[src/sv/linear_probe_hash_map_core_assert.svh]
// assertion macros for the hash map core
`ifndef LINEAR_PROBE_HASH_MAP_CORE_ASSERT_SVH
`define LINEAR_PROBE_HASH_MAP_CORE_ASSERT_SVH

// checked only outside reset
`define LPHM_ASSERT(lbl, prop, msg) \
  lbl: assert property (@(posedge clk_i) disable iff (!rst_ni) prop) else $error(msg);

// checked during reset as well
`define LPHM_ASSERT_ALWAYS(lbl, prop, msg) \
  lbl: assert property (@(posedge clk_i) prop) else $error(msg);

`endif

[src/sv/lphm_pkg.sv]
`timescale 1ns / 1ps
`default_nettype none
package lphm_pkg;

  localparam int unsigned SLOTS   = 1024;
  localparam int unsigned SLOT_W  = $clog2(SLOTS);
  localparam int unsigned CNT_W   = SLOT_W + 1;
  localparam int unsigned MAX_W   = 10;
  localparam logic [MAX_W-1:0] MAX_RESET = MAX_W'(716);
  localparam logic [31:0] MIX_C1  = 32'h7feb352d;
  localparam logic [31:0] MIX_C2  = 32'h846ca68b;

  typedef enum logic [1:0] {
    KIND_INSERT = 2'd0,
    KIND_FIND   = 2'd1,
    KIND_CLEAR  = 2'd2,
    KIND_NONE   = 2'd3
  } kind_e;

  typedef enum logic [2:0] {
    ST_INSERTED  = 3'd0,
    ST_DUPLICATE = 3'd1,
    ST_FULL      = 3'd2,
    ST_FOUND     = 3'd3,
    ST_NOT_FOUND = 3'd4,
    ST_CLEARED   = 3'd5
  } status_e;

  typedef enum logic [2:0] {
    BK_INIT,
    BK_IDLE,
    BK_PROBE,
    BK_CLEAR,
    BK_RESP
  } bk_state_e;

  // classified item handed from front to back
  typedef struct packed {
    kind_e             kind;
    logic [31:0]       key;
    logic [31:0]       value;
    logic [SLOT_W-1:0] home;
  } item_t;

endpackage
`default_nettype wire

[src/sv/lphm_queue.sv]
`timescale 1ns / 1ps
`default_nettype none
module lphm_queue (
  input  wire logic             clk_i,
  input  wire logic             rst_ni,
  input  wire logic             push_i,
  input  wire lphm_pkg::item_t  item_i,
  output logic                  full_o,
  input  wire logic             pop_i,
  output logic                  valid_o,
  output lphm_pkg::item_t       item_o
);
  import lphm_pkg::*;

  item_t      buf_q [2];
  logic       wp_q, rp_q;
  logic [1:0] cnt_q;

  assign full_o  = (cnt_q == 2'd2);
  assign valid_o = (cnt_q != 2'd0);
  assign item_o  = buf_q[rp_q];

  always_ff @(posedge clk_i or negedge rst_ni) begin
    if (!rst_ni) begin
      wp_q  <= 1'b0;
      rp_q  <= 1'b0;
      cnt_q <= 2'd0;
    end else begin
      if (push_i) wp_q <= !wp_q;
      if (pop_i)  rp_q <= !rp_q;
      cnt_q <= cnt_q + 2'(push_i) - 2'(pop_i);
    end
  end

  always_ff @(posedge clk_i) begin
    if (push_i) buf_q[wp_q] <= item_i;
  end

endmodule
`default_nettype wire

[config.mk]
export PLATFORM = sky130hd
export DESIGN_NAME = lphm_queue
export DESIGN_NICKNAME = d
export VERILOG_FILES = /design/src/sv/linear_probe_hash_map_core_assert.svh /design/src/sv/lphm_pkg.sv /design/src/sv/lphm_queue.sv
export SDC_FILE = /design/constraint.sdc
export NUM_CORES = 1
export LEC_CHECK = 0
export BUFFER_PORTS_ARGS = -buffer_cell sky130_fd_sc_hd__buf_4
export CAP_MARGIN = 20
export CORE_MARGIN = 2
export CORE_UTILIZATION = 45
export DETAILED_ROUTE_END_ITERATION = 8
export PLACE_DENSITY = 0.78
export REMOVE_ABC_BUFFERS = 1
export SETUP_SLACK_MARGIN = 0.02
export SLEW_MARGIN = 0
export SYNTH_ARGS = -nofsm -noshare
export SYNTH_HDL_FRONTEND = slang
export SYNTH_SLANG_ARGS = --single-unit
[constraint.sdc]
create_clock -name clk_i -period 4.8 [get_ports clk_i]
set_clock_uncertainty 0.1 [all_clocks]
set_input_delay 0.72 -clock clk_i [delete_from_list [all_inputs] [get_ports clk_i]]
set_output_delay 0.72 -clock clk_i [all_outputs]
set_load 0.05 [all_outputs]
# Yosys cells after proc, flatten, opt, wreduce, memory -nomap -nowiden
# Memory sizes are Yosys's and may differ from the RTL's.
# Cells that the tools add are included.
# totals
ff_bits,4
mem_bits_rw,152
input_bits,80
output_inout_bits,78
memories,1
# classes
add_sub_neg,2
n_eq_ne,1
muxes,2
reduce_logical,3
# memory_table
name,words,word_bits,rd,rd_ports_with_merged_regs,write_ports,line,rtl
buf_q,2,76,1,0,1,lphm_queue.sv:15,item_t buf_q [2];
# ops
operator,n
2-bit by 1-bit adder with 2-bit output,1
"2-bit equality test, second input constant",1
1-bit logical NOT,2
1-bit 2-to-1 mux,2
2-bit nonzero test,1
2-bit by 1-bit subtractor with 2-bit output,1

# Depth between registers and ports, before layout
# depth
ltp_word,2
mapped_depth,5
ltp_nobuf,5

# Least setup slack after synthesis
# No wires, ideal clock.
# synth_path
path_kind,input -> register
startpoint,input port push_i
endpoint,memory buf_q[0][0] in the netlist's numbering (enable)
setup_time_ps,520
arrival_ps,4047
setup_slack_ps,133
path_stages,1
cell_sequence,nor2b_1
# synth_between
elab_chain_len,2
# synth_rtl
item,line,rtl
from (decl),lphm_queue.sv:6,"input wire logic push_i,"
1-bit 2-to-1 mux,lphm_queue.sv:36,if (push_i) buf_q[wp_q] <= item_i;
1-bit 2-to-1 mux (not written as such),lphm_queue.sv:36,
to (decl),lphm_queue.sv:15,
# No other way between the ends.

==> results.json <==
{
  "critPathRequiredTime_ns": 3.98,
  "ys.flop_type": "edfxtp_1",
  "yosys_register_bits": 156,
  "fin_util_pct": 61.4,
  "dieWidth_um": 118,
  "hold_slack_ns": 0.387,
  "grt_use_total_pct": 15.0,
  "max_stage_delay_ns": 1.00,
  "core_um2": 12600,
  "first_pass_iters": 4,
  "worstMarginPinSlew_ns": 1.05,
  "synth_top_area_share_pct": 78.6,
  "area_delta_synth_final_pct": 33.3,
  "cts_made_buffers": 17,
  "n_fill_cell": 959,
  "worst-path-max-fanout": 58,
  "ys_seq_area_share_pct": 80.3,
  "initial_utilization_pct": 46.0,
  "die-area_um2": 13800,
  "outcome": "finished clean",
  "pin_count": 158,
  "antenna_found_initial": 0,
  "postSynthAreaPerCell_um2": 23.0,
  "nNetsFinal": 504,
  "fin_ws_ns": 1.53,
  "path_clk_slew_ns": 0.06,
  "grt_pass1_vias": 3106,
  "slowest_stage": "dfrtp_4",
  "final_area_um2": 7740,
  "place.gp.congestion": 0.675,
  "die_h_um": 118,
  "synth_fa_ha_area_share_pct": 0.431,
  "wl_per_cell_um": 16.3,
  "async_flop_share_pct": 2.56,
  "fmax_mhz": 306,
  "clockBufferDepth": 2,
  "synthTopCellsByCount": "edfxtp_1, mux2_2, mux2_4, buf_6",
  "cp.arrival_ns": 2.45,
  "rsz0062_at_grt": "no",
  "io_buffers": 157,
  "setup_viol": 0,
  "post_drt_via_cell_ratio": 4.74,
  "slew_violations": 0,
  "place_area_um2": 7150,
  "grt_max_degree": 77,
  "syn_inst": 252,
  "grt_pass1_wl_um": 15800,
  "power.density_nw_per_um2": 705,
  "p_leak_nw": 3.01,
  "ant_nets": 0,
  "cts_root_buf": "clkbuf_16",
  "num_antenna_cells": 0,
  "overflow": 0,
  "wirelength_um": 9910,
  "regArea_um2": 4670,
  "ys_types": 13,
  "synth-simple-area-share_pct": 0.431,
  "synth_top_family_by_area": "multiplexers",
  "startpoint_type": "register",
  "path_common_cell": "buf_4",
  "synth_edf_count": 152,
  "yosys.area.top_type": "edfxtp_1",
  "multi_input_area_um2": 1070,
  "drc": 0,
  "max_cap_viol_count": 0,
  "irDropWorstVdd_uv": 540,
  "cts_tree": "built",
  "dp_slack_ns": 1.93,
  "vias": 2877,
  "min_period_ns": 3.27,
  "syn-cell-area_um2": 5810,
  "post-dp-hpwl_um": 6300,
  "synth_compound_area_share_pct": 0,
  "htreeDepth": 4,
  "maxSlewHeadroom_pct": 30.0,
  "layout-drive-gt1-share_pct": 61.1,
  "path_class": "reg2out",
  "cts_resized": 0,
  "yosysMostFrequentCell": "edfxtp_1",
  "clock_latency_ns": 0.41,
  "cts_sinks": 156,
  "finalHoldViolations": 0,
  "synth_xor_area_share_pct": 0.711,
  "num_rows": 41,
  "critPathCaptureType": "output port",
  "hp-class": "in2reg",
  "post-route-period-util_pct": 68.1,
  "drt-initial-drc-count": 163,
  "setup_tns_ns": 0,
  "synth_mux_area_share_pct": 16.7,
  "path_cells": "buf_4 > mux2_2 > buf_4",
  "yosys_warnings": 0,
  "yosys-top-cells-area": "edfxtp_1, mux2_2, mux2_4"
}
through the flow:
step	power [mW]	instances
floorplan	3.63	243
global placement	4.18	574
detailed placement	4.22	574
CTS	5.52	607
global route	5.67	607
finish	5.46	607
timing repair:
| item | 4_1_cts | 5_1_grt |
|---|---|---|
| setup buffers | 0 | 0 |
| hold buffers | 1 | 0 |
| endpoints found under the hold margin | 4 | 0 |
cells by family after synthesis:
family,Yosys count
DFF,156
muxes,76
buffers and inverters,11
and+or+nand+nor,4
xor gates and xnor gates,3
adders and majority gates,2
layout make-up:
| type | instances | area share [%] |
|---|---|---|
| Clock inverter | 14 | 1.95 |
| Sequential cell | 156 | 60.3 |
| Multi-Input combinational cell | 85 | 13.8 |
| Inverter | 2 | 0.0969 |
| Tap cell | 172 | 2.78 |
| Clock buffer | 18 | 5.54 |
| Timing Repair Buffer | 160 | 15.5 |
metal layers:
metal	GRT usage, %	wire length, um	part of all wire, %
met1	17.1	3970	40
met2	24.5	4970	50
met3	6.10	712	7.2
met5	0	0	0
met4	7.08	253	2.6
where the power goes:
group / switching (mW) / internal [mW] / total [mW] / leakage (nW)
clock network: 0.492 / 0.808 / 1.30 / 0.276
logic: 1.39 / 0.786 / 2.17 / 1.26
registers: 0.172 / 1.82 / 1.99 / 1.47
critical path: cells and delay by family, from the launching register on:
| kind | cells | cell delay, ns |
|---|---|---|
| flip-flops | 1 | 1.00 |
| buffers and inverters | 2 | 0.62 |
| multiplexers | 1 | 0.39 |
cells in the final DEF, fill, tap and decap left out:
cell,synthesis,routed
dlygate4sd3_1,0,1
mux2_4,30,30
dfrtp_1,4,3
nor2b_4,0,1
clkbuf_1,0,1
clkinv_1,0,4
mux2_2,46,46
ha_1,2,2
buf_4,0,159
or2_2,1,1
bufinv_16,0,3
and2_4,0,1
xor3_1,1,1
clkbuf_16,0,17
nor2b_1,2,1
clkinvlp_4,0,3
inv_1,2,2
inv_6,0,1
clkinv_2,0,3
dfrtp_4,0,1
edfxtp_1,152,152
xor2_1,2,2
worst paths after layout:
kind | endpoint | cells past startpoint | slack [ns] | start
worst max-delay path | item_o[74] | 3 | 1.53 | rp_q$_DFFE_PN0P_
worst min register to register | wp_q$_DFFE_PN0P_ | 1 | 0.45 | wp_q$_DFFE_PN0P_
max in group asynchronous | rp_q$_DFFE_PN0P_ | 2 | 3.94 | rst_ni
worst min-delay path | rp_q$_DFFE_PN0P_ | 2 | 0.39 | pop_i
worst max register to register | buf_q[0][19]$_DFFE_PP_ | 2 | 2.93 | wp_q$_DFFE_PN0P_
min in group asynchronous | rp_q$_DFFE_PN0P_ | 2 | 0.55 | rst_ni
state kept, by name, summed over array words and instances (netlist names):
| signal | count |
|---|---|
| wp_q | 1 |
| buf_q | 152 |
| cnt_q | 2 |
| rp_q | 1 |
(Power assumes the default switching activity.)
