[config.mk]
export PLATFORM = sky130hd
export DESIGN_NAME = lphm_front
export DESIGN_NICKNAME = d
export VERILOG_FILES = /design/src/sv/linear_probe_hash_map_core_assert.svh /design/src/sv/lphm_pkg.sv /design/src/sv/lphm_front.sv
export SDC_FILE = /design/constraint.sdc
export NUM_CORES = 1
export LEC_CHECK = 0
export ABC_AREA = 0
export BUFFER_PORTS_ARGS = -buffer_cell sky130_fd_sc_hd__buf_2
export CORE_MARGIN = 2
export CORE_UTILIZATION = 60
export DETAILED_ROUTE_END_ITERATION = 8
export GPL_TIMING_DRIVEN = 0
export HOLD_SLACK_MARGIN = 0.08
export PLACE_DENSITY_LB_ADDON = 0.15
export SLEW_MARGIN = 40
export SYNTH_ARGS = -nofsm -noshare
export SYNTH_HDL_FRONTEND = slang
export SYNTH_SLANG_ARGS = --single-unit
[constraint.sdc]
create_clock -name clk_i -period 9.1 [get_ports clk_i]
set_input_delay 1.82 -clock clk_i [delete_from_list [all_inputs] [get_ports clk_i]]
set_output_delay 1.82 -clock clk_i [all_outputs]
set_load 0.005 [all_outputs]
[src/sv/linear_probe_hash_map_core_assert.svh]
// assertion macros for the hash map core
`ifndef LINEAR_PROBE_HASH_MAP_CORE_ASSERT_SVH
`define LINEAR_PROBE_HASH_MAP_CORE_ASSERT_SVH

// checked only outside reset
`define LPHM_ASSERT(lbl, prop, msg) \
  lbl: assert property (@(posedge clk_i) disable iff (!rst_ni) prop) else $error(msg);

// checked during reset as well
`define LPHM_ASSERT_ALWAYS(lbl, prop, msg) \
  lbl: assert property (@(posedge clk_i) prop) else $error(msg);

`endif

[src/sv/lphm_pkg.sv]
`timescale 1ns / 1ps
`default_nettype none
package lphm_pkg;

  localparam int unsigned SLOTS   = 1024;
  localparam int unsigned SLOT_W  = $clog2(SLOTS);
  localparam int unsigned CNT_W   = SLOT_W + 1;
  localparam int unsigned MAX_W   = 10;
  localparam logic [MAX_W-1:0] MAX_RESET = MAX_W'(716);
  localparam logic [31:0] MIX_C1  = 32'h7feb352d;
  localparam logic [31:0] MIX_C2  = 32'h846ca68b;

  typedef enum logic [1:0] {
    KIND_INSERT = 2'd0,
    KIND_FIND   = 2'd1,
    KIND_CLEAR  = 2'd2,
    KIND_NONE   = 2'd3
  } kind_e;

  typedef enum logic [2:0] {
    ST_INSERTED  = 3'd0,
    ST_DUPLICATE = 3'd1,
    ST_FULL      = 3'd2,
    ST_FOUND     = 3'd3,
    ST_NOT_FOUND = 3'd4,
    ST_CLEARED   = 3'd5
  } status_e;

  typedef enum logic [2:0] {
    BK_INIT,
    BK_IDLE,
    BK_PROBE,
    BK_CLEAR,
    BK_RESP
  } bk_state_e;

  // classified item handed from front to back
  typedef struct packed {
    kind_e             kind;
    logic [31:0]       key;
    logic [31:0]       value;
    logic [SLOT_W-1:0] home;
  } item_t;

endpackage
`default_nettype wire

[src/sv/lphm_front.sv]
`timescale 1ns / 1ps
`default_nettype none
module lphm_front (
  input  wire logic          clk_i,
  input  wire logic          rst_ni,
  input  wire logic          in_valid_i,
  output logic               in_stall_o,
  input  wire logic [1:0]    in_kind_i,
  input  wire logic [31:0]   in_key_i,
  input  wire logic [31:0]   in_value_i,
  output logic               push_o,
  input  wire logic          full_i,
  output lphm_pkg::item_t    item_o
);
  import lphm_pkg::*;

  logic        s1_v_q, s2_v_q;
  logic [1:0]  s1_kind_q, s2_kind_q;
  logic [31:0] s1_key_q, s2_key_q, s1_val_q, s2_val_q;
  logic [31:0] s1_p_q, s2_p_q;
  logic [31:0] x1, x2, h;
  logic        adv;

  assign adv        = !s2_v_q || !full_i;
  assign in_stall_o = !adv;
  assign push_o     = s2_v_q && !full_i;

  assign x1 = in_key_i ^ (in_key_i >> 16);
  assign x2 = s1_p_q ^ (s1_p_q >> 15);
  assign h  = s2_p_q ^ (s2_p_q >> 16);

  always_ff @(posedge clk_i or negedge rst_ni) begin
    if (!rst_ni) begin
      s1_v_q <= 1'b0;
      s2_v_q <= 1'b0;
    end else if (adv) begin
      s1_v_q <= in_valid_i;
      s2_v_q <= s1_v_q;
    end
  end

  // first and second multiply of the mix, one per stage
  always_ff @(posedge clk_i) begin
    if (adv) begin
      s1_kind_q <= in_kind_i;
      s1_key_q  <= in_key_i;
      s1_val_q  <= in_value_i;
      s1_p_q    <= x1 * MIX_C1;
      s2_kind_q <= s1_kind_q;
      s2_key_q  <= s1_key_q;
      s2_val_q  <= s1_val_q;
      s2_p_q    <= x2 * MIX_C2;
    end
  end

  always_comb begin
    item_o.kind  = kind_e'(s2_kind_q);
    item_o.key   = s2_key_q;
    item_o.value = s2_val_q;
    item_o.home  = h[SLOT_W-1:0];
  end

endmodule
`default_nettype wire

# Yosys cells after proc, flatten, opt, wreduce, memory -nomap -nowiden
# Index checks and enable logic that the tools add are counted.
# totals
ff_bits	192
out_inout_bits	78
word_cells	20
# op_classes
multipliers	2
bitwise_logic	3
reduce_logical	5
# op_table
cell	count
$mul 32x31->32 const B	1
$mul 32x32->26 const B	1
$xor 32x16->32	1
$xor 32x17->32	1
$xor 10x10->10	1
$logic_not 1->1	3
$logic_and 1x1->1	1
$logic_or 1x1->1	1

# Logic depth before layout (Yosys ltp)
# logic_depth
ltp_word	3
depth_mapped	25
ltp_nobuf	25

# Least setup slack after synthesis
# Ideal clock, no wire load.
# synth_path
path_type	in2reg
startpoint	in in_key_i[10]
endpoint	reg s1_p_q[30] (data pin)
setup_ns	0.258
arrival_ns	8.169
t_required_ns	8.842
path_slack_ns	0.674
cell_stages	20
path_buffers	0
cell_sequence	xnor2_1 -> inv_1 -> ha_1 -> inv_1 -> fa_1 -> fa_1 -> fa_1 -> fa_1 -> fa_1 -> fa_1 -> fa_1 -> inv_1 -> ha_1 -> a21o_1 -> a21oi_1 -> or4b_2 -> a211oi_1 -> o31ai_1 -> a21oi_1 -> xnor2_1
# synth_via
elab_chain_len	2
# synth_lines
element	line	text
start: declaration	lphm_front.sv:9	input wire logic [31:0] in_key_i,
$xor 32x16->32	lphm_front.sv:28	assign x1 = in_key_i ^ (in_key_i >> 16);
$mul 32x31->32	lphm_front.sv:48	s1_p_q <= x1 * MIX_C1;
end signal: assignment	lphm_front.sv:48	
end: declaration	lphm_front.sv:20	logic [31:0] s1_p_q, s2_p_q;
# Every way passes these cells.
# A chain may end at the register's enable or synchronous reset.

# Worst setup path in the final report
# layout_path
startpoint	in in_key_i[23]
endpoint	reg s1_p_q[30] (data pin)
# Same word-level chain as after synthesis.

==> parameters.txt <==
Parameter                              Value

Run status
  Result of the run    finished clean

Setup path
  Startpoint of the worst register-to-register path    s1_p_q[21]
  Capturing point of the worst reg2reg path    s2_p_q[25]
  Largest stage delay, worst path    0.73 ns
  Req. time, crit path    9.30 ns
  Sort of element at the end of the critical path    flop
  Capturing element of the worst setup path    s1_p_q[30]
  Library cell appearing most often on the critical path    sky130_fd_sc_hd__fa_1
  Cell depth of the worst setup path    20
  CP startpoint kind    primary input
  Count of buffer and inverter cells on the critical path    3
  Critical path type    primary input to flop
  Critical Path Fanout Max    12
  Register-to-register setup slack    2.51 ns
  Startpoint of the most critical setup path    in_key_i[23]
  Number of cells on the worst reg-to-reg path    18
  Chain of cells forming the critical path    buf_2, xor2_2, ha_1, inv_1, fa_1, fa_1, fa_1, fa_1, fa_1, fa_1, fa_1, inv_1, ha_1, a21o_1, a21oi_1, or4b_2, a211oi_1, o31ai_1, a21oi_1, xnor2_1
  Kind of cell adding the most delay to the critical path    adder cells
  Arr. time, crit path    9.05 ns
  Critical-path top delay cell    sky130_fd_sc_hd__xor2_2

STA
  Worst slew slack as a fraction of its limit    0.4099
  Highest attainable clock frequency    0.1131 GHz
  Setup tns final    0 ns
  Transition at the pin with the smallest max-transition slack    0.8821 ns
  Part of the cycle the worst path needs    0.9718
  Hold_ws    0.4146 ns
  Setup Viol. Count Final    0
  Final setup margin    between 0.2 and 0.3 ns
  Final Hold Vio Count    0
  Skew final    0.02529 ns
  Final critical-path required period    approximately 8.8 ns
  Final Slew Violations    0

CTS
  TritonCTS clock tree    done
  Buffer depth of the longest clock path    2
  Clock Root Buffer    sky130_fd_sc_hd__clkbuf_16
  H-tree levels    4
  Clk sink count    186
  Number of buffers added by the clock tree synthesis step    17
  Clock Latency Late Sink    between 0.4 and 0.5 ns
  Clk slew on worst S/H paths    0.08 ns
  Buffer count from post-CTS setup fixing    0

Route
  Number of nets with antenna violations after detailed routing    0
  Initial DRC Count    653
  Total Routed Length    45.80 mm
  Detailed-route via count    12,195
  TritonRoute pass-1 iters    5
  WL/cell    about 20 um
  Post-detailed-route DRC marker count    0
  Drt via density    5.234

Logic synthesis
  Synthesized area per cell    11.78 um2
  Total nets after synthesis    approximately 2,400
  Share of the yosys chip area belonging to registers    0.2784
  Mapped Cells    1,700
  Number of storage elements in the synthesis netlist    186
  Netlist area before placement    20,030 um2
  Primary flip-flop cell chosen by synthesis mapping    sky130_fd_sc_hd__edfxtp_1
  Count of yosys warnings during synthesis    0
  Number of flops mapped to enable cells by yosys    184
  Distinct cell type count of the synthesized netlist    51
  Async S/R FF share, synth    0.01075

Run
  # Max-Cap Violations    0

Floorplan
  Area of the core    32,700 um2
  Horiz. Die Dim    186.7 um
  I/O pin cnt    148
  Die area    34,860 um2
  Height of the chip    186.7 um
  Rows    between 60 and 70
  Starting density of the core    0.6125

Place
  Count of input and output buffers    147
  Half-perimeter wire length after placement    39.00 mm
  Routability-driven placement congestion ratio    0.9585
  Pre-CTS WS    -0.3989 ns

Final layout
  Sequential cell area in the final layout    5575 um2
  Fill cells    2,496
  Proportion of layout cells with a drive suffix above 1    0.1099
  Net total in the final layout    2,539
  Multi-input gate area in the final layout    ~13,000 um2
  Area Overhead vs Synth    10.69%
  Core occupancy in the finished layout    0.6779

Global route
  Pin count of the biggest net entering global routing    50
  GRT Total Usage    0.2827
  Number of global-route vias before repair    13,514
  Congestion Overflow GR    0
  Global-route wire length before repair    73.80 mm
  Number of antenna violations at the first check in global routing    5

Min path
  Type of the worst min-delay path    flop to flop
==> cells in the final DEF (no fill, tap or decap), drive strengths merged, types with 2 or more instances in the layout <==
master / count
a2111oi: 3
a211oi: 6
a21boi: 3
a21o: 22
a21oi: 39
a31oi: 3
and2: 10
and3: 4
buf: 152
clkbuf: 19
clkinv: 7
dfrtp: 2
diode: 5
edfxtp: 184
fa: 292
ha: 307
inv: 519
nand2: 28
nand2b: 8
nand3: 13
nand4: 2
nand4b: 2
nor2: 21
nor2b: 5
nor3: 11
nor3b: 2
o211ai: 2
o21a: 5
o21ai: 19
o21bai: 6
o311ai: 2
o31ai: 2
or2: 2
or3: 4
xnor2: 103
xor2: 64
==> per-stage QoR <==
stage / instances / instance area [um2]
2_1_floorplan: 1700 / 20030
3_3_place_gp: 2289 / 21320
3_5_place_dp: 2293 / 21490
4_1_cts: 2325 / 22100
5_1_grt: 2330 / 22170
6_report: 2330 / 22170
==> Yosys cell counts (3+ instances only) <==
cell                         n  area (um2)
sky130_fd_sc_hd__xor2_1     64       560.5
sky130_fd_sc_hd__nor2b_1     5       31.28
sky130_fd_sc_hd__o21bai_1    6       45.04
sky130_fd_sc_hd__edfxtp_1  184        5525
sky130_fd_sc_hd__a211oi_1    5       37.54
sky130_fd_sc_hd__fa_1      292        5846
sky130_fd_sc_hd__a21o_1     22       165.2
sky130_fd_sc_hd__and2_1      9       56.30
sky130_fd_sc_hd__o21a_1      5       37.54
sky130_fd_sc_hd__a21oi_1    39       195.2
sky130_fd_sc_hd__a31oi_1     3       18.77
sky130_fd_sc_hd__nand2b_1    8       50.05
sky130_fd_sc_hd__nand3_1    13       65.06
sky130_fd_sc_hd__nor3_1     11       55.05
sky130_fd_sc_hd__nand2_1    28       105.1
sky130_fd_sc_hd__inv_1     509        1911
sky130_fd_sc_hd__a21boi_0    3       22.52
sky130_fd_sc_hd__and3_1      4       25.02
sky130_fd_sc_hd__xnor2_1   103       902.1
sky130_fd_sc_hd__or3_1       4       25.02
sky130_fd_sc_hd__ha_1      307        3841
sky130_fd_sc_hd__nor2_1     21       78.83
sky130_fd_sc_hd__o21ai_0    17       85.08
==> sequential cells by signal (all words and copies together), names as in the netlist <==
register	count
s1_key_q	32
s1_kind_q	2
s1_p_q	32
s1_v_q	1
s1_val_q	32
s2_key_q	32
s2_kind_q	2
s2_p_q	20
s2_v_q	1
s2_val_q	32
==> logic make-up (layout without fill, tap and decap cells) <==
family | after synthesis | after routing | synth area share
other cells | 0 | 5 | 0
xor+xnor | 168 | 168 | 0.07416
compound gates | 117 | 117 | 0.03798
flops | 186 | 186 | 0.2784
buf+inv | 514 | 697 | 0.09633
mux | 1 | 1 | 0.0005622
fa+ha+maj | 599 | 599 | 0.4837
simple gates | 115 | 115 | 0.02892
==> area by class of cell <==
class,instances,share of cell area
Multi-Input combinational cell,1000,0.5715
Antenna cell,5,0.0005644
Inverter,511,0.08652
Clock inverter,15,0.008466
Buffer,3,0.0005080
Clock buffer,17,0.01919
Tap cell,442,0.02495
Sequential cell,186,0.2515
Timing Repair Buffer,151,0.03680
==> metal layers <==
layer / vias to the layer above / track usage / wire (um)
li1: 5663 / - / -
met1: 6165 / 0.3685 / 19120
met2: 292 / 0.4854 / 23460
met3: 75 / 0.03968 / 1890
met4: 0 / 0.1029 / 1328
met5: - / 0 / 0
==> how the worst min path moves through the flow <==
stage	endpoint	from	cells after the start	slack, ns
after CTS	s2_key_q[19]	s1_key_q[19]	0	0.42
final	s2_val_q[8]	s1_val_q[8]	0	0.41
after global routing	s2_key_q[19]	s1_key_q[19]	0	0.42
after floorplan	s2_key_q[0]	s1_key_q[0]	0	0.40
after global placement	s2_val_q[24]	s1_val_q[24]	0	0.40
after detailed placement	s2_key_q[27]	s1_key_q[27]	0	0.40
==> worst reg2reg max path, stage by stage (launching register included) <==
cell and delay, ns:
sky130_fd_sc_hd__edfxtp_1 0.51, sky130_fd_sc_hd__xor2_1 0.70, sky130_fd_sc_hd__ha_1 0.41, sky130_fd_sc_hd__ha_1 0.37, sky130_fd_sc_hd__fa_1 0.47, sky130_fd_sc_hd__ha_1 0.20
sky130_fd_sc_hd__fa_1 0.47, sky130_fd_sc_hd__inv_1 0.05, sky130_fd_sc_hd__fa_1 0.53, sky130_fd_sc_hd__inv_1 0.06, sky130_fd_sc_hd__fa_1 0.44, sky130_fd_sc_hd__ha_1 0.38
sky130_fd_sc_hd__or2_2 0.36, sky130_fd_sc_hd__o31a_1 0.12, sky130_fd_sc_hd__a31oi_1 0.34, sky130_fd_sc_hd__a21oi_1 0.20, sky130_fd_sc_hd__nor3b_1 0.35, sky130_fd_sc_hd__o21ai_0 0.17
sky130_fd_sc_hd__xnor2_1 0.27
==> what timing repair did <==
action | CTS | global route
resized for setup | 0 | 3
endpoints found under the setup margin | 0 | 1
hold buffers | 0 | 0
Power is left out: the tool's default activity adds up to more than one toggle a clock period on the data nets, which glitch-free logic cannot reach.
